**src/design/rrs_pkg.sv**
```systemverilog
// Shared types and constants of the rectangle radiometric statistics block.
// Used by the front end, the queue, the back end and the top level.
// Depends on nothing.
package rrs_pkg;

  localparam int DIM_W      = 13;   // holds any row or column bound up to 4096
  localparam int ADDR_W     = 24;   // table address for the largest table
  localparam int COEF_W     = 32;
  localparam int PIX_W      = 16;
  localparam int RAD_W      = 48;
  localparam int SUM_W      = 64;
  localparam int CNT_W      = 19;
  localparam int ROW_W      = 9;
  localparam int COL_W      = 10;
  localparam int CFG_IDX_W  = 3;
  localparam int CFG_DATA_W = 32;
  localparam int ROWS_DEF   = 480;
  localparam int COLS_DEF   = 640;
  localparam int QUEUE_DEF  = 4;

  localparam logic [ROW_W-1:0] TOP_RESET    = ROW_W'(0);
  localparam logic [COL_W-1:0] LEFT_RESET   = COL_W'(0);
  localparam logic [ROW_W-1:0] BOTTOM_RESET = ROW_W'(479);
  localparam logic [COL_W-1:0] RIGHT_RESET  = COL_W'(639);
  localparam logic [CFG_DATA_W-1:0] SCALE_RESET = CFG_DATA_W'(65536);

  typedef enum logic [CFG_IDX_W-1:0] {
    REG_TOP_ROW    = 3'd0,
    REG_LEFT_COL   = 3'd1,
    REG_BOTTOM_ROW = 3'd2,
    REG_RIGHT_COL  = 3'd3,
    REG_SCALE      = 3'd4
  } cfg_reg_t;

  // One classified word passed from the front end to the back end.
  typedef struct packed {
    logic                     load;
    logic                     last;
    logic                     gain_ok;
    logic [ADDR_W-1:0]        addr;
    logic signed [COEF_W-1:0] gain;
    logic signed [COEF_W-1:0] offset;
    logic [PIX_W-1:0]         pix;
  } item_t;

  typedef struct packed {
    logic signed [RAD_W-1:0] max_rad;
    logic signed [RAD_W-1:0] mean_rad;
    logic signed [SUM_W-1:0] sum;
    logic [CNT_W-1:0]        count;
    logic                    none;
  } result_t;

endpackage

```
**src/design/rrs_queue.sv**
```systemverilog
// Short first-in first-out queue of classified words between front and back end.
// Depends on rrs_pkg for the word type.
module rrs_queue #(
  parameter int DEPTH = rrs_pkg::QUEUE_DEF
) (
  input  logic          clk,
  input  logic          rst,
  input  logic          wr,
  input  rrs_pkg::item_t wr_item,
  output logic          full,
  input  logic          rd,
  output rrs_pkg::item_t rd_item,
  output logic          empty
);
  import rrs_pkg::*;

  localparam int PW = (DEPTH > 1) ? $clog2(DEPTH) : 1;
  localparam int NW = $clog2(DEPTH + 1);

  item_t          slots [DEPTH];
  logic [PW-1:0]  wp;
  logic [PW-1:0]  rp;
  logic [NW-1:0]  fill;

  assign full    = (fill == NW'(DEPTH));
  assign empty   = (fill == '0);
  assign rd_item = slots[rp];

  always_ff @(posedge clk) begin
    if (wr && !full) begin
      slots[wp] <= wr_item;
    end
  end

  always_ff @(posedge clk) begin
    if (rst) begin
      wp   <= '0;
      rp   <= '0;
      fill <= '0;
    end else begin
      if (wr && !full) begin
        wp <= (wp == PW'(DEPTH - 1)) ? '0 : wp + PW'(1);
      end
      if (rd && !empty) begin
        rp <= (rp == PW'(DEPTH - 1)) ? '0 : rp + PW'(1);
      end
      fill <= fill + NW'(wr && !full) - NW'(rd && !empty);
    end
  end

`ifndef SYNTH
  a_fill_bound: assert property (@(posedge clk) disable iff (rst)
    fill <= NW'(DEPTH))
    else $error("queue fill exceeds its depth");
`endif

endmodule

```
**config.mk**
```make
export PLATFORM = sky130hd
export DESIGN_NAME = rrs_queue
export DESIGN_NICKNAME = d
export VERILOG_FILES = /design/src/design/rrs_pkg.sv /design/src/design/rrs_queue.sv
export SDC_FILE = /design/constraint.sdc
export NUM_CORES = 1
export LEC_CHECK = 0
export ABC_AREA = 1
export BUFFER_PORTS_ARGS = -buffer_cell sky130_fd_sc_hd__buf_4
export CAP_MARGIN = 5
export CORE_ASPECT_RATIO = 1.2
export CORE_MARGIN = 5
export CORE_UTILIZATION = 52
export CTS_BUF_LIST = sky130_fd_sc_hd__clkbuf_16
export CTS_CLUSTER_DIAMETER = 30
export DETAILED_ROUTE_END_ITERATION = 8
export MAX_ROUTING_LAYER = met4
export PLACE_DENSITY_LB_ADDON = 0.08
export SLEW_MARGIN = 20
export SYNTH_ARGS = -nofsm -noshare
export SYNTH_HDL_FRONTEND = slang
export SYNTH_SLANG_ARGS = --single-unit
export TNS_END_PERCENT = 10
```
**constraint.sdc**
```tcl
create_clock -name clk -period 7.19 [get_ports clk]
set_input_delay 0.3595 -clock clk [delete_from_list [all_inputs] [get_ports clk]]
set_output_delay 0.3595 -clock clk [all_outputs]
set_load 0.03 [all_outputs]
```
Yosys cells after proc, flatten, opt, wreduce, memory -nomap -nowiden
Memories as Yosys holds them, arrays and structs flattened. A register that Yosys moved wholly into a read port is not among the register bits.
Cells that the tools add are included.
- register bits after elaboration: 7
- bits in latches: 0
- RAM bits: 428
- bits in read-only memories: 0
- word-level logic and storage cells: 22
- memories kept: 1
- add/subtract/negate cells: 4
- multiply operators: 0
- div/mod/pow operators: 0
- magnitude comparators: 0
- equality and inequality tests: 3
- shift-type cells: 0
- mux-type cells: 6
- bitwise operators: 0
- reduce and logical (&&, ||, !) cells: 5
- memory list (name ; words ; width ; read ports ; clocked after memory_dff ; wr ports ; line ; RTL):
    slots ; 4 ; 107 ; 1 ; 1 ; 1 ; rrs_queue.sv:20 ; item_t slots [DEPTH];
- operators by type and width (operator ; number):
    2-bit 2-to-1 mux ; 4
    2-bit by 1-bit adder with 2-bit output (second input constant) ; 2
    2-bit equality test (second input constant) ; 2
    3-bit by 1-bit adder with 3-bit output ; 1
    3-bit equality test (second input constant) ; 1
    3-bit logical NOT ; 1
    3-bit by 1-bit subtractor with 3-bit output ; 1
    1-bit logical AND ; 2
    1-bit logical NOT ; 2
    1-bit 2-to-1 mux ; 2

Depth between registers and ports, before layout
- depth after elaboration: 5
- depth in mapped cells: 11
- gate-level depth less buffers: 11

Worst setup path after synthesis
No wires, ideal clock.
- kind: register -> register
- from: reg fill[1]
- to: mem slots[0][0] in the netlist's numbering (enable)
- arrival: 5.117 ns
- data required time: 6.616 ns
- setup slack: 1.498 ns
- cell stages (with the launch flop): 5
- buffers on the path: 0
- period minus slack after synthesis: 5.692 ns
- path through: dfxtp_1 > nor2_1 > nand2_1 > nand2_1 > nor2_1
- longest elaborated chain between the ends: 5
- RTL lines (item ; line ; RTL):
    from (decl) ; rrs_queue.sv:23 ; logic [NW-1:0] fill;
    from (signal assigned) ; rrs_queue.sv:47 ; fill <= fill + NW'(wr && !full) - NW'(rd && !empty);
    3-bit equality test ; rrs_queue.sv:25 ; assign full = (fill == NW'(DEPTH));
    1-bit logical NOT ; rrs_queue.sv:30 ; if (wr && !full) begin
    1-bit logical AND ; rrs_queue.sv:30 ;
    1-bit 2-to-1 mux ; rrs_queue.sv:30 ;
    1-bit 2-to-1 mux (not written as such) ; rrs_queue.sv:31 ; slots[wp] <= wr_item;
    to (decl) ; rrs_queue.sv:20 ;
Every way passes these cells.

==> results_dict.tcl <==
set metrics [dict create \
    p_leak_uw 0.007585 \
    synth_nets 1221 \
    numCtsBuffers 66 \
    ys_types 23 \
    drv_slew 0 \
    core_area_um2 31180 \
    gr-total-overflow 0 \
    crit_slowest_cell "inv_6" \
    area_delta_synth_final_pct 29.12 \
    io-pin-count 220 \
    antenna_found_initial 2 \
    worstPathArrival_ns 3.38 \
    root_buffer "clkbuf_16" \
    critPathTopFamily "buffers and inverters" \
    skew_ns 0.02121 \
    fp.dieW_um 171.9 \
    critPathKind "reg2out" \
    outcome "finished, final reports clean" \
    final_cell_mix "428 x edfxtp_1, 231 x buf_4, 226 x nor2_1" \
    initial_core_util_pct 52.43 \
    grt_max_degree 134 \
    synth_top_area_share_pct 78.62 \
    vias 10010 \
    via_per_inst 5.381 \
    grt_use_met1_pct 26.19 \
    n_fill_cell 2176 \
    period_share_pct 52.07 \
    detail-route-antenna-nets 0 \
    crit_chain "inv_6, buf_4, o21ai_0, o22ai_1, buf_4" \
    synth_area_leaders "edfxtp_1 79%, o21ai_0 6.1%, nor2_1 5.3%, o22ai_1 4.1%, buf_6 1.2%" \
    ys_ff_latch 437 \
    relSlewSlack_pct 35.64 \
    drtIter0Drc 820 \
    wl_mm 35.37 \
    num_rows 71 \
    hold_viol_final 0 \
    avgSynthCellArea_um2 14.83 \
    syn_inst 1102 \
    min_period_ns 3.744 \
    worst_ir_drop_vdd_v 0.0003474 \
    clkSinkCount 437 \
    cp.required_ns 6.83 \
    netlist_area_um2 16350 \
    drive_above_1_share_pct 23.13 \
    worst-path-max-fanout 133 \
    dp_hpwl_mm 19.15 \
    crit_path_end_kind "output port" \
    gp_congestion 0.7635 \
    dpl.cell_count 1665 \
    track_usage_pct 20.59 \
    gr-usage-met2_pct 32.82 \
    post_drt_wl_per_cell_um 19.02 \
    dr.pass1.iters 6 \
    seq_area_frac_synth_pct 79.72 \
    setup-tns-final_ns 0 \
    crit_top_cell "buf_4" \
    tightest_slew_ns 0.9654 \
    final_common_cell "edfxtp_1" \
    clock_latency_ns 0.55 \
    cts_buffer_depth 3 \
    max_freq_ghz 0.2671 \
    clk_pin_slew_ns 0.05 \
    port_buffers 219 \
    nNetsFinal 1528 \
    grt_pass1_wl_mm 54.23 \
    grt_pass1_vias 10050 \
    grt_setup_unrepaired "no" \
    finalSetupViolations 0 \
    yosys_warnings 0 \
    max_stage_delay_ns 0.80 \
    die-area_um2 35100 \
    busiest_layer "met2" \
    power_density_nw_per_um2 418.7 \
    yosysTopAreaCell "edfxtp_1" \
    critPathBufInv 3 \
    cap_violations 0 \
    cts_tree "done" \
    min_path_type "in2reg" \
    fin_cells 1860 \
    utilization_pct 67.69 \
    start_kind "flop" \
    cts_htree_levels 3 \
    chipHeight_um 204.2 \
    drc 0 \
    grtUsageMet3_pct 5.746 \
]
## metrics by stage
stage,instance area (um2),hold slack [ns],total power (uW),worst slack [ns]
2_1_floorplan,16350,0.4307,4960,1.498
4_1_cts,21090,0.00008057,8931,3.345
3_3_place_gp,18200,0.5123,5835,4.023
5_1_grt,21110,0.0002485,9249,3.164
6_report,21110,0.02508,8837,3.446
3_5_place_dp,18200,0.5063,5864,3.920
## report_power, final
part / switching [uW] / total [uW] / internal [uW]
combinational: 1740 / 2550 / 812
clock: 1060 / 3020 / 1960
sequential: 132 / 3260 / 3130
## cells in the mapped netlist
master,count
o21ai_1,15
fa_1,1
inv_1,16
inv_2,1
clkbuf_1,36
edfxtp_1,428
buf_6,18
o21ai_0,199
ha_1,7
o22ai_1,107
buf_4,4
clkbuf_2,1
nand2_1,10
or2_2,1
a21oi_1,3
buf_2,10
nand3_1,1
dfxtp_1,9
buf_12,1
nand3b_1,2
nor2_1,230
xnor2_1,1
inv_6,1
## registers in the layout (all words and copies together), names as in the netlist, named ones only
name	count
wp	2
slots	428
rp	2
fill	3
## path summary, 6_finish.rpt
kind / to / cells past startpoint / slack (ns) / startpoint
max reg2reg: slots[3][74] / 6 / 4.11 / fill[1]
min reg2reg: flop / 2 / 0.51 / rp[1]
min: slots[3][36] / 1 / 0.03 / wr_item[36]
max: rd_item[92] / 5 / 3.45 / flop
## timing repair
action / in CTS / in global routing
resized for setup: 0 / 0
hold buffers: 76 / 1
setup buffers: 0 / 0
endpoints found under the hold margin: 274 / 1
## per-layer routing
| layer | vias up | part of all wire [%] |
|---|---|---|
| met5 | - | 0 |
| met4 | 0 | 1.9 |
| met3 | 56 | 7.1 |
| met2 | 274 | 50 |
| met1 | 4917 | 41 |
| li1 | 4762 | - |
## layout make-up
class | count | area (um2) | area share [%]
Antenna cell | 2 | 5.005 | 0.02371
Clock buffer | 68 | 1702 | 8.062
Clock inverter | 48 | 431.7 | 2.045
Inverter | 18 | 72.57 | 0.3438
Multi-Input combinational cell | 577 | 2829 | 13.40
Sequential cell | 437 | 13040 | 61.78
Tap cell | 401 | 501.7 | 2.377
Timing Repair Buffer | 309 | 2525 | 11.96
## cells by family after synthesis
group / count (synthesis) / synth area share, %
fa+ha+maj: 8 / 0.6582
xor+xnor: 1 / 0.05359
flops: 437 / 79.72
simple gates: 244 / 5.672
buf+inv: 88 / 3.153
compound gates: 324 / 10.74
(Power assumes the default switching activity.)
