File: src/design/rrs_pkg.sv
// Shared types and constants of the rectangle radiometric statistics block.
// Used by the front end, the queue, the back end and the top level.
// Depends on nothing.
package rrs_pkg;

  localparam int DIM_W      = 13;   // holds any row or column bound up to 4096
  localparam int ADDR_W     = 24;   // table address for the largest table
  localparam int COEF_W     = 32;
  localparam int PIX_W      = 16;
  localparam int RAD_W      = 48;
  localparam int SUM_W      = 64;
  localparam int CNT_W      = 19;
  localparam int ROW_W      = 9;
  localparam int COL_W      = 10;
  localparam int CFG_IDX_W  = 3;
  localparam int CFG_DATA_W = 32;
  localparam int ROWS_DEF   = 480;
  localparam int COLS_DEF   = 640;
  localparam int QUEUE_DEF  = 4;

  localparam logic [ROW_W-1:0] TOP_RESET    = ROW_W'(0);
  localparam logic [COL_W-1:0] LEFT_RESET   = COL_W'(0);
  localparam logic [ROW_W-1:0] BOTTOM_RESET = ROW_W'(479);
  localparam logic [COL_W-1:0] RIGHT_RESET  = COL_W'(639);
  localparam logic [CFG_DATA_W-1:0] SCALE_RESET = CFG_DATA_W'(65536);

  typedef enum logic [CFG_IDX_W-1:0] {
    REG_TOP_ROW    = 3'd0,
    REG_LEFT_COL   = 3'd1,
    REG_BOTTOM_ROW = 3'd2,
    REG_RIGHT_COL  = 3'd3,
    REG_SCALE      = 3'd4
  } cfg_reg_t;

  // One classified word passed from the front end to the back end.
  typedef struct packed {
    logic                     load;
    logic                     last;
    logic                     gain_ok;
    logic [ADDR_W-1:0]        addr;
    logic signed [COEF_W-1:0] gain;
    logic signed [COEF_W-1:0] offset;
    logic [PIX_W-1:0]         pix;
  } item_t;

  typedef struct packed {
    logic signed [RAD_W-1:0] max_rad;
    logic signed [RAD_W-1:0] mean_rad;
    logic signed [SUM_W-1:0] sum;
    logic [CNT_W-1:0]        count;
    logic                    none;
  } result_t;

endpackage

File: src/design/rrs_front.sv
// Front end: accepts input words, walks the rectangle and forms table addresses.
// Depends on rrs_pkg; feeds rrs_queue.
module rrs_front #(
  parameter int ROWS = rrs_pkg::ROWS_DEF,
  parameter int COLS = rrs_pkg::COLS_DEF
) (
  input  logic                          clk,
  input  logic                          rst,
  input  logic                          push,
  output logic                          full,
  input  logic                          mode,
  input  logic [rrs_pkg::ROW_W-1:0]     entry_row,
  input  logic [rrs_pkg::COL_W-1:0]     entry_col,
  input  logic signed [rrs_pkg::COEF_W-1:0] gain,
  input  logic signed [rrs_pkg::COEF_W-1:0] offset,
  input  logic                          gain_valid,
  input  logic [rrs_pkg::PIX_W-1:0]     pixel_count,
  input  logic [rrs_pkg::ROW_W-1:0]     roi_top_row,
  input  logic [rrs_pkg::COL_W-1:0]     roi_left_col,
  input  logic [rrs_pkg::ROW_W-1:0]     roi_bottom_row,
  input  logic [rrs_pkg::COL_W-1:0]     roi_right_col,
  output logic                          q_wr,
  output rrs_pkg::item_t                q_item,
  input  logic                          q_full
);
  import rrs_pkg::*;

  localparam logic [DIM_W-1:0]  ROW_LAST = DIM_W'(ROWS - 1);
  localparam logic [DIM_W-1:0]  COL_LAST = DIM_W'(COLS - 1);
  localparam logic [ADDR_W-1:0] COLS_A   = ADDR_W'(COLS);

  logic [DIM_W-1:0] walk_row;
  logic [DIM_W-1:0] walk_col;
  logic [DIM_W-1:0] top, bot, left, right, bot_c, right_c;
  logic [DIM_W-1:0] row, col, row_sum, col_sum, ld_row, ld_col;
  logic             last_row, last_col, load_ok, accept;

  always_comb begin
    top     = ({4'b0, roi_top_row} > ROW_LAST) ? ROW_LAST : {4'b0, roi_top_row};
    bot_c   = ({4'b0, roi_bottom_row} > ROW_LAST) ? ROW_LAST : {4'b0, roi_bottom_row};
    bot     = (bot_c < top) ? top : bot_c;
    left    = ({3'b0, roi_left_col} > COL_LAST) ? COL_LAST : {3'b0, roi_left_col};
    right_c = ({3'b0, roi_right_col} > COL_LAST) ? COL_LAST : {3'b0, roi_right_col};
    right   = (right_c < left) ? left : right_c;
    row_sum = top + walk_row;
    col_sum = left + walk_col;
    row     = (row_sum > ROW_LAST) ? ROW_LAST : row_sum;
    col     = (col_sum > COL_LAST) ? COL_LAST : col_sum;
    last_row = (walk_row >= bot - top);
    last_col = (walk_col >= right - left);
    ld_row  = {4'b0, entry_row};
    ld_col  = {3'b0, entry_col};
    load_ok = (ld_row <= ROW_LAST) && (ld_col <= COL_LAST);
  end

  assign full   = q_full;
  assign accept = push && !q_full;
  assign q_wr   = accept && (mode || load_ok);

  always_comb begin
    q_item.load    = !mode;
    q_item.last    = last_row && last_col;
    q_item.gain_ok = gain_valid;
    q_item.gain    = gain;
    q_item.offset  = offset;
    q_item.pix     = pixel_count;
    if (mode) begin
      q_item.addr = ADDR_W'(row) * COLS_A + ADDR_W'(col);
    end else begin
      q_item.addr = ADDR_W'(ld_row) * COLS_A + ADDR_W'(ld_col);
    end
  end

  // Rows advance fastest, then columns.
  always_ff @(posedge clk) begin
    if (rst) begin
      walk_row <= '0;
      walk_col <= '0;
    end else if (accept && mode) begin
      if (!last_row) begin
        walk_row <= walk_row + DIM_W'(1);
      end else begin
        walk_row <= '0;
        walk_col <= last_col ? '0 : walk_col + DIM_W'(1);
      end
    end
  end

endmodule

File: config.mk
export PLATFORM = sky130hd
export DESIGN_NAME = rrs_front
export DESIGN_NICKNAME = d
export VERILOG_FILES = /design/src/design/rrs_pkg.sv /design/src/design/rrs_front.sv
export SDC_FILE = /design/constraint.sdc
export NUM_CORES = 1
export LEC_CHECK = 0
export BUFFER_PORTS_ARGS = -buffer_cell sky130_fd_sc_hd__buf_4
export CAP_MARGIN = 10
export CORE_UTILIZATION = 50
export CTS_BUF_LIST = sky130_fd_sc_hd__clkbuf_8 sky130_fd_sc_hd__clkbuf_16
export DETAILED_ROUTE_END_ITERATION = 10
export PLACE_DENSITY = 0.79
export SLEW_MARGIN = 15
export SYNTH_ARGS = -nofsm -noshare
export SYNTH_HDL_FRONTEND = slang
export SYNTH_SLANG_ARGS = --single-unit
export TNS_END_PERCENT = 1
File: constraint.sdc
create_clock -name clk -period 9.9 [get_ports clk]
set_input_delay 1.485 -clock clk [delete_from_list [all_inputs] [get_ports clk]]
set_output_delay 1.485 -clock clk [all_outputs]
set_load 0.01 [all_outputs]
# After elaboration in Yosys (flattened, before gate mapping)
# Index checks and enable logic that the tools add are counted.
# Widths: inputs -> output; s select.
dict set report op_classes {
  n_addsub 8
  mux 11
  reduce_logical 9
  magnitude_cmp 12
  n_mul 2
}
# cell n
set ops {}
lappend ops {{$mux 13} 4}
lappend ops {{$mux 10} 3}
lappend ops {{$mux 9} 3}
lappend ops {{$add 13x1->13 const B} 2}
lappend ops {{$ge 13x13->1} 2}
lappend ops {{$add 23x13->24} 1}
lappend ops {{$mux 24} 1}
lappend ops {{$add 19x10->20} 1}
lappend ops {{$gt 10x10->1 const B} 2}
lappend ops {{$gt 9x9->1 const B} 2}
lappend ops {{$mul 13x3->16 const B} 1}
lappend ops {{$add 10x13->13} 1}
lappend ops {{$add 9x13->13} 1}
lappend ops {{$gt 13x10->1 const B} 1}
lappend ops {{$gt 13x9->1 const B} 1}
lappend ops {{$mul 9x3->12 const B} 1}
lappend ops {{$sub 10x10->11} 1}
lappend ops {{$le 10x10->1 const B} 1}
lappend ops {{$lt 10x10->1} 1}
lappend ops {{$sub 9x9->10} 1}
lappend ops {{$le 9x9->1 const B} 1}
lappend ops {{$lt 9x9->1} 1}
lappend ops {{$logic_and 1x1->1} 5}
lappend ops {{$logic_not 1->1} 2}
lappend ops {{other kinds (2)} 2}
dict set report totals {
  reg_bits 26
  word_cells 44
  input_bits 143
  out_inout_bits 109
}

# Logic depth before layout (Yosys ltp)
# Gate-level depths: netlist (run 1).
dict set report depth {
  word_depth 8
  depth_mapped 27
}

# Worst setup path before layout (run 1)
# Ideal clock, no wire load.
dict set report synth_timing {
  path_type {input-to-output}
  startpoint {in roi_top_row[6] (netlist bit)}
  endpoint {out q_item[97] (netlist bit)}
  setup_slack_ps 1639
  arrival_time_ps 6776
  path_buffers 1
  stages 27
  path_cell_list {and4_1 -> clkbuf_1 -> nor2_1 -> inv_1 -> ha_1 -> inv_1 -> fa_1 -> nor2b_4 -> o31a_1 -> or4_4 -> a21oi_4 -> o221ai_2 -> a222oi_1 -> nand3_1 -> ha_1 -> ha_1 -> inv_1 -> fa_1 -> inv_1 -> ha_1 -> nand2_1 -> o21ai_0 -> o22ai_1 -> nor2b_1 -> nor2b_1 -> xnor2_1 -> mux2i_1}
}
# element line_no
set synth_lines {}
lappend synth_lines {{start, declared} rrs_front.sv:18} ;# input logic [rrs_pkg::ROW_W-1:0] roi_top_row,
lappend synth_lines {{end, declared} rrs_front.sv:23} ;# output rrs_pkg::item_t q_item,

==> results of run 1 <==
[path summary, 6_finish.rpt]
check | startpoint | to | slack (ns)
min reg2reg | walk_col[1]$_SDFFE_PP0P_ | walk_col[1]$_SDFFE_PP0P_ | 0.57
min | walk_col[1]$_SDFFE_PP0P_ | walk_col[1]$_SDFFE_PP0P_ | 0.57
max reg2reg | walk_row[0]$_SDFFE_PP0P_ | walk_col[9]$_SDFFE_PP0P_ | 7.09
max | roi_top_row[6] | q_item[95] | 1.01
[placed cells by master, fill, tap and decap left out, types with 11 or more instances in the layout]
master      n
nand2_1    39
a21o_1     22
xnor2_1    41
xor2_1     33
nor2_1     77
a21oi_1    40
conb_1     11
dfxtp_1    26
o21a_1     16
buf_4      86
nor2b_1    16
nor3_1     15
nand2b_1   28
ha_1      129
inv_1      55
mux2_2     20
nand4_1    19
o21ai_0    49
nand3_1    18
[worst max-delay path: cells and delay by family]
kind | cells | cell delay, ns
xor+xnor | 1 | 0.15
buf+inv | 6 | 0.56
compound gates | 7 | 1.95
fa+ha+maj | 6 | 1.61
simple gates | 8 | 1.63
[synthesized netlist by cell type, types with 9 or more instances]
cell,number,area share
o21bai_1,9,0.0098
o21ai_0,49,0.036
a21o_1,22,0.024
nand4_1,19,0.017
nor2_1,77,0.042
mux2_2,20,0.033
buf_4,83,0.090
inv_1,55,0.030
nor2b_1,16,0.015
nand2b_1,28,0.025
nand2_1,39,0.021
dfxtp_1,26,0.076
clkbuf_1,17,0.0093
ha_1,129,0.23
a31oi_1,10,0.0091
a21oi_1,40,0.029
nand3_1,18,0.013
xnor2_1,41,0.052
xor2_1,33,0.042
nor3_1,15,0.011
o21a_1,16,0.017
[report_power, final]
part	leakage (nW)	switching, mW	internal (mW)
Clock	0.0442	0.0370	0.0619
Sequential	0.209	0.000746	0.105
Combinational	3.18	0.239	0.215
[metrics by stage]
| step | util | instance area, µm² | hold WS, ns | instances | power [mW] |
|---|---|---|---|---|---|
| finish | 0.539 | 7190 | 0.570 | 1065 | 0.659 |
| global route | 0.539 | 7190 | 0.597 | 1065 | 0.725 |
| CTS | 0.539 | 7190 | 0.572 | 1065 | 0.658 |
| detailed placement | 0.532 | 7100 | 0.562 | 1061 | 0.557 |
| global placement | 0.532 | 7100 | 0.553 | 1061 | 0.549 |
| floorplan | - | 6930 | 0.489 | 901 | 0.478 |
[cell type report]
cell class                 count  area (µm²)
clock buffer                   4        88.8
fill                        1278        6160
inverter                      55         206
multi-input combinational    718        5510
sequential                    26         520
tap                          176         220
timing repair buffer          86         646
[cell families after synthesis]
group,share of synthesized area
AND/OR/NAND/NOR,0.208
AO/OA/AOI/OAI,0.194
buffers and inverters,0.131
adder cells (fa/ha/maj),0.257
XOR/XNOR,0.0940
flip-flops,0.0755
multiplexers,0.0399
other,0.000544
[flip-flops by register name, summed over array words and instances (netlist names)]
register,cells
walk_col,13
walk_row,13
[routing by layer]
| layer | up-vias | GRT usage |
|---|---|---|
| met5 | - | 0 |
| met4 | 0 | 0.0320 |
| met3 | 23 | 0.0378 |
| met2 | 130 | 0.363 |
| met1 | 2737 | 0.279 |
| li1 | 3100 | - |
==> qor.csv, run 1 <==
stage,metric,value,unit
outcome,outcome,finished clean,
grt,antenna_found_initial,0,
clocking,cts_setup_buffers,0,
logic_synthesis,synth_edf_count,0,
timing,finalWorstSetupSlack,1.01,ns
timing,max_freq,113,MHz
placement,dp_slack,1.02,ns
detailed_routing,vias_per_cell,5.62,
timing,setup_tns,0,ns
detailed_routing,met2_wirelength,6.95,mm
setup_path,max_stage_delay,0.88,ns
logic_synthesis,synthCells,891,
placement,gp_congestion,0.862,
final_layout,fin_nets,1170,
placement,dp_hpwl,12.7,mm
final_layout,drive_above_1_share,0.145,
detailed_routing,wl_met3,757,µm
hold_path,hp-class,reg2reg,
timing,hold_violations,0,
grt,grt_usage,0.211,
clocking,cts.hold.buffers_added,0,
clocking,clock-sinks,26,
timing,finalCritPeriodShare,0.898,
final_layout,diodes,0,
floorplanning,die_h,119,µm
logic_synthesis,ys_types,73,
timing,setup_violations,0,
setup_path,rr_worst_depth,8,
grt,grt_max_degree,34,
detailed_routing,antenna_left,0,
power_and_ir_drop,vdd_drop_max,0.0000593,V
clocking,cts_root_buf,clkbuf_16,
setup_path,endpoint_kind,primary output,
clocking,cts_htree_levels,1,
setup_path,path_class,in2out,
clocking,numCtsBuffers,3,
detailed_routing,drc_errors,0,
detailed_routing,drtPass1Iterations,5,
logic_synthesis,syn_area,0.00689,mm²
power_and_ir_drop,powerDensity,91.7,mW/mm²
placement,io_buffers,85,
floorplanning,ios,252,
final_layout,area_delta_synth_final,4.32,%
grt,grt_first_pass_wirelength,25.5,mm
clocking,cts_tree,built,
logic_synthesis,async_flop_share,0,
detailed_routing,post_drt_wl_per_cell,14.1,µm
hold_path,hold_depth,2,
setup_path,slowest_stage,a222oi_1,
detailed_routing,drtIter0Drc,263,
logic_synthesis,synth_seq_cells,26,
detailed_routing,drt-met1-wl,7.15,mm
timing,slew_viol_final,0,
floorplanning,die-area,0.0143,mm²
flow_run,maxCapViolations,0,
clocking,clk_latency,0.26,ns
logic_synthesis,synth_ff_type,dfxtp_1,
timing,rsz0062_at_grt,no,
floorplanning,initial_core_util,0.516,
grt,overflow,0,
logic_synthesis,yosys_warnings,0,
clocking,clkTransAtPathRegs,0.06,ns
setup_path,worst-endpoint-arrival,7.40,ns
floorplanning,core_area,0.0133,mm²
detailed_routing,wirelength,15.0,mm
detailed_routing,topRoutingLayerUsed,met4,
timing,worst_clock_skew,0.00152,ns
floorplanning,die_w,119,µm
detailed_routing,num_vias,5990,
floorplanning,rows,42,
power_and_ir_drop,leakagePower,3.43,nW
setup_path,worst_ep_required_time,8.42,ns
timing,worst_slew_pin_slew,1.15,ns
clocking,clockBufferDepth,2,
logic_synthesis,yosysSeqAreaShare,0.0755,
grt,grt_pass1_vias,5790,
timing,min_period,8.89,ns
timing,relSlewSlack,0.229,
setup_path,crit_fanout,9,
logic_synthesis,avgSynthCellArea,7.73,µm²
setup_path,cp-start-kind,primary input,
clocking,cts-resized-gates,0,
No activity file was read; power rests on OpenSTA's default activity.
==> run 2: changes to the inputs <==
- CORE_MARGIN: unset -> 3
- CTS_BUF_LIST: sky130_fd_sc_hd__clkbuf_8 sky130_fd_sc_hd__clkbuf_16 -> unset
==> qor.csv, run 2 (synthesis results as in run 1) <==
stage,metric,value,unit,change
setup_path,endpoint_kind,primary output,,unchanged
floorplanning,die_h,123,µm,was 119 µm
grt,antenna_found_initial,0,,unchanged
clocking,cts_tree,built,,unchanged
clocking,cts_htree_levels,1,,unchanged
placement,dp_slack,1.03,ns,was 1.02 ns
placement,dp_hpwl,13.2,mm,was 12.7 mm
timing,worst_slew_pin_slew,1.04,ns,was 1.15 ns
clocking,cts.hold.buffers_added,0,,unchanged
timing,finalCritPeriodShare,0.898,,about the same
final_layout,drive_above_1_share,0.145,,unchanged
power_and_ir_drop,total_power,675,µW,was 659 µW
final_layout,stdcell_area,0.00721,mm²,was 0.00719 mm²
detailed_routing,drtIter0Drc,259,,was 263
final_layout,layout_common_cells,"129 x ha_1, 86 x buf_4, 77 x nor2_1, 55 x inv_1, 49 x o21ai_0",,unchanged
timing,setup_violations,0,,unchanged
placement,gp_congestion,0.882,,was 0.862
timing,holdWs,0.582,ns,was 0.570 ns
clocking,cts_setup_buffers,0,,unchanged
clocking,clk_latency,0.26,ns,about the same
detailed_routing,drc_errors,0,,unchanged
detailed_routing,wirelength,15.3,mm,was 15.0 mm
hold_path,hp-class,reg2reg,,unchanged
timing,relSlewSlack,0.305,,was 0.229
timing,slew_viol_final,0,,unchanged
power_and_ir_drop,leakagePower,3.44,nW,was 3.43 nW
outcome,outcome,finished clean,,unchanged
detailed_routing,drtPass1Iterations,6,,was 5
final_layout,area_delta_synth_final,4.56,%,was 4.32%
timing,finalWorstSetupSlack,1.01,ns,about the same
floorplanning,core_area,0.0133,mm²,unchanged
clocking,clockBufferDepth,2,,unchanged
setup_path,worst-endpoint-arrival,7.40,ns,about the same
timing,worst_clock_skew,0.00175,ns,was 0.00152 ns
final_layout,fin_nets,1170,,unchanged
clocking,clock-sinks,26,,unchanged
final_layout,final_util,0.540,,was 0.539
clocking,cts-resized-gates,0,,unchanged
final_layout,layout_commonest_cell,ha_1,,unchanged
floorplanning,rows,42,,unchanged
floorplanning,ios,252,,unchanged
grt,grt_first_pass_wirelength,25.9,mm,was 25.5 mm
timing,hold_violations,0,,unchanged
grt,grt_max_degree,34,,unchanged
detailed_routing,vias_per_cell,5.66,,was 5.62
final_layout,fillers,1251,,was 1278
power_and_ir_drop,powerDensity,93.7,mW/mm²,was 91.7 mW/mm²
placement,io_buffers,85,,unchanged
setup_path,worst_ep_required_time,8.42,ns,about the same
flow_run,maxCapViolations,0,,unchanged
placement,dp_cells,1061,,unchanged
detailed_routing,post_drt_wl_per_cell,14.4,µm,was 14.1 µm
floorplanning,die-area,0.0152,mm²,was 0.0143 mm²
final_layout,instances_no_fill,1065,,unchanged
power_and_ir_drop,vdd_drop_max,0.0000617,V,was 0.0000593 V
setup_path,crit_fanout,9,,unchanged
setup_path,cp-start-kind,primary input,,unchanged
floorplanning,initial_core_util,0.516,,unchanged
clocking,numCtsBuffers,3,,unchanged
grt,overflow,0,,unchanged
detailed_routing,num_vias,6031,,was 5990
grt,grt_pass1_vias,5793,,was 5790
timing,min_period,8.89,ns,about the same
timing,rsz0062_at_grt,no,,unchanged
placement,placed_area,0.00710,mm²,unchanged
final_layout,diodes,0,,unchanged
final_layout,largestRegisters,"walk_col x13, walk_row x13",,unchanged
final_layout,seqCellArea,520,µm²,unchanged
detailed_routing,antenna_left,0,,unchanged
floorplanning,die_w,123,µm,was 119 µm
final_layout,multi_input_area,0.00551,mm²,unchanged
timing,setup_tns,0,ns,unchanged
clocking,clkTransAtPathRegs,0.06,ns,about the same
setup_path,path_class,in2out,,unchanged
clocking,cts_root_buf,clkbuf_16,,unchanged
timing,max_freq,113,MHz,about the same
grt,grt_usage,0.200,,was 0.211
[run 2: path summary, 6_finish.rpt]
check	slack [ns]	cells past startpoint	startpoint	to
hold / removal	0.58	2	walk_col[1]$_SDFFE_PP0P_	walk_col[1]$_SDFFE_PP0P_
setup reg to reg	7.11	8	walk_row[0]$_SDFFE_PP0P_	walk_col[9]$_SDFFE_PP0P_
hold reg to reg	0.58	2	walk_col[1]$_SDFFE_PP0P_	walk_col[1]$_SDFFE_PP0P_
setup / recovery	1.01	26	roi_top_row[6]	q_item[98]
[run 2: layout make-up]
type | instances | share of cell area
Sequential cell | 26 | 0.0722
Clock inverter | 1 | 0.00417
Timing Repair Buffer | 86 | 0.0896
Tap cell | 176 | 0.0306
Inverter | 55 | 0.0287
Multi-Input combinational cell | 718 | 0.764
Clock buffer | 3 | 0.0104
[run 2: worst max-delay path, cell delays in order]
cell and delay [ns]:
buf_4 0.12, and4_1 0.26, nor2_1 0.17, inv_1 0.08, ha_1 0.21, inv_1 0.08
fa_1 0.26, nor2b_4 0.06, o31a_1 0.27, or4_4 0.46, a21oi_4 0.15, o221ai_2 0.11
a222oi_1 0.88, nand3_1 0.31, ha_1 0.37, ha_1 0.18, inv_1 0.06, fa_1 0.40
nor2b_1 0.15, o21ai_0 0.09, a21oi_1 0.29, nand4_1 0.19, nor3b_1 0.34, xnor2_1 0.12
a21oi_1 0.17, buf_4 0.14
[run 2: report_power, final]
| group | switching (mW) | internal (mW) | total [mW] |
|---|---|---|---|
| logic | 0.237 | 0.216 | 0.453 |
| clock network | 0.0363 | 0.0804 | 0.117 |
| registers | 0.000706 | 0.105 | 0.106 |
[run 2: metal layers]
metal | up-vias | global-route usage | part of all wire
met5 | - | 0 | 0
met4 | 0 | 0.0270 | 0.0062
met3 | 16 | 0.0503 | 0.067
met2 | 146 | 0.346 | 0.47
met1 | 2776 | 0.258 | 0.46
li1 | 3093 | - | -
==> run 3: changes to the inputs <==
- CELL_PAD_IN_SITES_DETAIL_PLACEMENT: unset -> 1
- CELL_PAD_IN_SITES_GLOBAL_PLACEMENT: unset -> 2
- CORE_UTILIZATION: 50 -> 28
- PLACE_DENSITY: 0.79 -> 0.8
==> qor.csv, run 3 (synthesis results as in run 1) <==
stage,metric,value,unit,change
setup_path,r2r_slack,7.03,ns,was 7.11 ns
final_layout,fillers,2923,,was 1251
clocking,clkTransAtPathRegs,0.06,ns,about the same
final_layout,diodes,0,,unchanged
clocking,cts_htree_levels,1,,unchanged
clocking,numCtsBuffers,3,,unchanged
final_layout,layout_commonest_cell,ha_1,,unchanged
placement,io_buffers,85,,unchanged
setup_path,endpoint_kind,primary output,,unchanged
detailed_routing,num_vias,6035,,was 6031
detailed_routing,drc_errors,0,,unchanged
setup_path,cp_num_buf_inv,5,,unchanged
grt,grt_first_pass_wirelength,29.9,mm,was 25.9 mm
setup_path,crit_fanout,9,,unchanged
floorplanning,ios,252,,unchanged
placement,gp_congestion,0.789,,was 0.882
setup_path,slowest_stage,a222oi_1,,unchanged
timing,setup_tns,0,ns,unchanged
clocking,clockBufferDepth,2,,unchanged
outcome,outcome,finished clean,,unchanged
grt,overflow,0,,unchanged
timing,setup_violations,0,,unchanged
grt,grt_usage,0.132,,was 0.200
setup_path,max_stage_delay,0.94,ns,was 0.88 ns
timing,worst_clock_skew,0.00760,ns,was 0.00175 ns
clocking,cts_setup_buffers,0,,unchanged
detailed_routing,wirelength,17.7,mm,was 15.3 mm
timing,finalCritPeriodShare,0.911,,was 0.898
detailed_routing,antenna_left,0,,unchanged
timing,hold_violations,0,,unchanged
clocking,clk_latency,0.27,ns,was 0.26 ns
clocking,cts_root_buf,clkbuf_16,,unchanged
detailed_routing,post_drt_wl_per_cell,14.6,µm,was 14.4 µm
setup_path,path_class,in2out,,unchanged
floorplanning,die_h,163,µm,was 123 µm
grt,antenna_found_initial,0,,unchanged
floorplanning,rows,56,,was 42
clocking,cts_tree,built,,unchanged
detailed_routing,drtIter0Drc,203,,was 259
floorplanning,core_area,0.0238,mm²,was 0.0133 mm²
timing,worst_slew_pin_slew,1.06,ns,was 1.04 ns
timing,relSlewSlack,0.291,,was 0.305
floorplanning,die-area,0.0265,mm²,was 0.0152 mm²
clocking,cts-resized-gates,0,,unchanged
placement,dp_hpwl,15.4,mm,was 13.2 mm
hold_path,hp-class,reg2reg,,unchanged
final_layout,instances_no_fill,1210,,was 1065
setup_path,worst_ep_required_time,8.42,ns,about the same
flow_run,maxCapViolations,0,,unchanged
final_layout,drive_above_1_share,0.147,,was 0.145
grt,grt_max_degree,34,,unchanged
setup_path,cp-start-kind,primary input,,unchanged
power_and_ir_drop,powerDensity,93.3,mW/mm²,was 93.7 mW/mm²
final_layout,area_delta_synth_final,7.37,%,was 4.56%
setup_path,worst-endpoint-arrival,7.53,ns,was 7.40 ns
final_layout,layout_common_cells,"129 x ha_1, 88 x buf_4, 77 x nor2_1, 55 x inv_1, 49 x o21ai_0",,"was 129 x ha_1, 86 x buf_4, 77 x nor2_1, 55 x inv_1, 49 x o21ai_0"
final_layout,largestRegisters,"walk_col x13, walk_row x13",,unchanged
power_and_ir_drop,leakagePower,3.45,nW,was 3.44 nW
grt,grt_pass1_vias,6219,,was 5793
timing,rsz0062_at_grt,no,,unchanged
floorplanning,die_w,163,µm,was 123 µm
floorplanning,initial_core_util,0.289,,was 0.516
setup_path,crit_family,compound AO/OA/AOI/OAI gates,,unchanged
final_layout,final_util,0.311,,was 0.540
clocking,clock-sinks,26,,unchanged
timing,min_period,9.02,ns,was 8.89 ns
final_layout,fin_nets,1172,,was 1170
detailed_routing,drtPass1Iterations,4,,was 6
clocking,cts.hold.buffers_added,0,,unchanged
power_and_ir_drop,vdd_drop_max,0.0000548,V,was 0.0000617 V
timing,max_freq,111,MHz,was 113 MHz
placement,dp_cells,1206,,was 1061
timing,slew_viol_final,0,,unchanged
detailed_routing,vias_per_cell,4.99,,was 5.66
-- run 3: cell types whose count changed in the layout (fill, tap and decap cells not counted) --
cell,previous run,this run
buf_4,86,88
-- run 3: area by class of cell --
type,instances,area (µm²),share of cell area
Clock buffer,3,75.1,0.0101
Inverter,55,206,0.0279
Sequential cell,26,520,0.0703
Multi-Input combinational cell,718,5510,0.744
Timing Repair Buffer,88,661,0.0893
Tap cell,319,399,0.0539
Clock inverter,1,30.0,0.00406
-- run 3: power breakdown --
group / total, mW / switching (mW) / internal [mW]
Sequential: 0.106 / 0.000704 / 0.105
Combinational: 0.465 / 0.248 / 0.218
Clock: 0.120 / 0.0390 / 0.0805
Total: 0.690 / 0.287 / 0.403
-- run 3: through the flow --
stage	instance area [µm²]	power (mW)	worst slack (ns)	hold slack (ns)
global route	7400	0.765	0.236	0.625
floorplan	6930	0.478	1.64	0.489
detailed placement	7290	0.575	0.845	0.594
CTS	7400	0.696	0.854	0.604
global placement	7290	0.569	1.01	0.568
finish	7400	0.690	0.884	0.606
-- run 3: tightest hold or removal path: stages (launching register included) --
cell and delay (ns):
dfxtp_1 0.40, nand2_1 0.10, a21oi_1 0.06
-- run 3: routing by layer --
metal	up-vias	part of all wire	GRT usage
met4	0	0.0050	0.0150
li1	3096	-	-
met1	2853	0.49	0.177
met5	-	0	0
met2	73	0.47	0.233
met3	13	0.032	0.0173
-- run 3: worst paths after layout --
path / from / end / cells after the start
worst max-delay path: roi_top_row[6] / q_item[99] / 26
worst min-delay path: walk_col[1]$_SDFFE_PP0P_ / walk_col[1]$_SDFFE_PP0P_ / 2
worst max register to register: walk_row[0]$_SDFFE_PP0P_ / walk_col[10]$_SDFFE_PP0P_ / 8
worst min register to register: walk_col[1]$_SDFFE_PP0P_ / walk_col[1]$_SDFFE_PP0P_ / 2
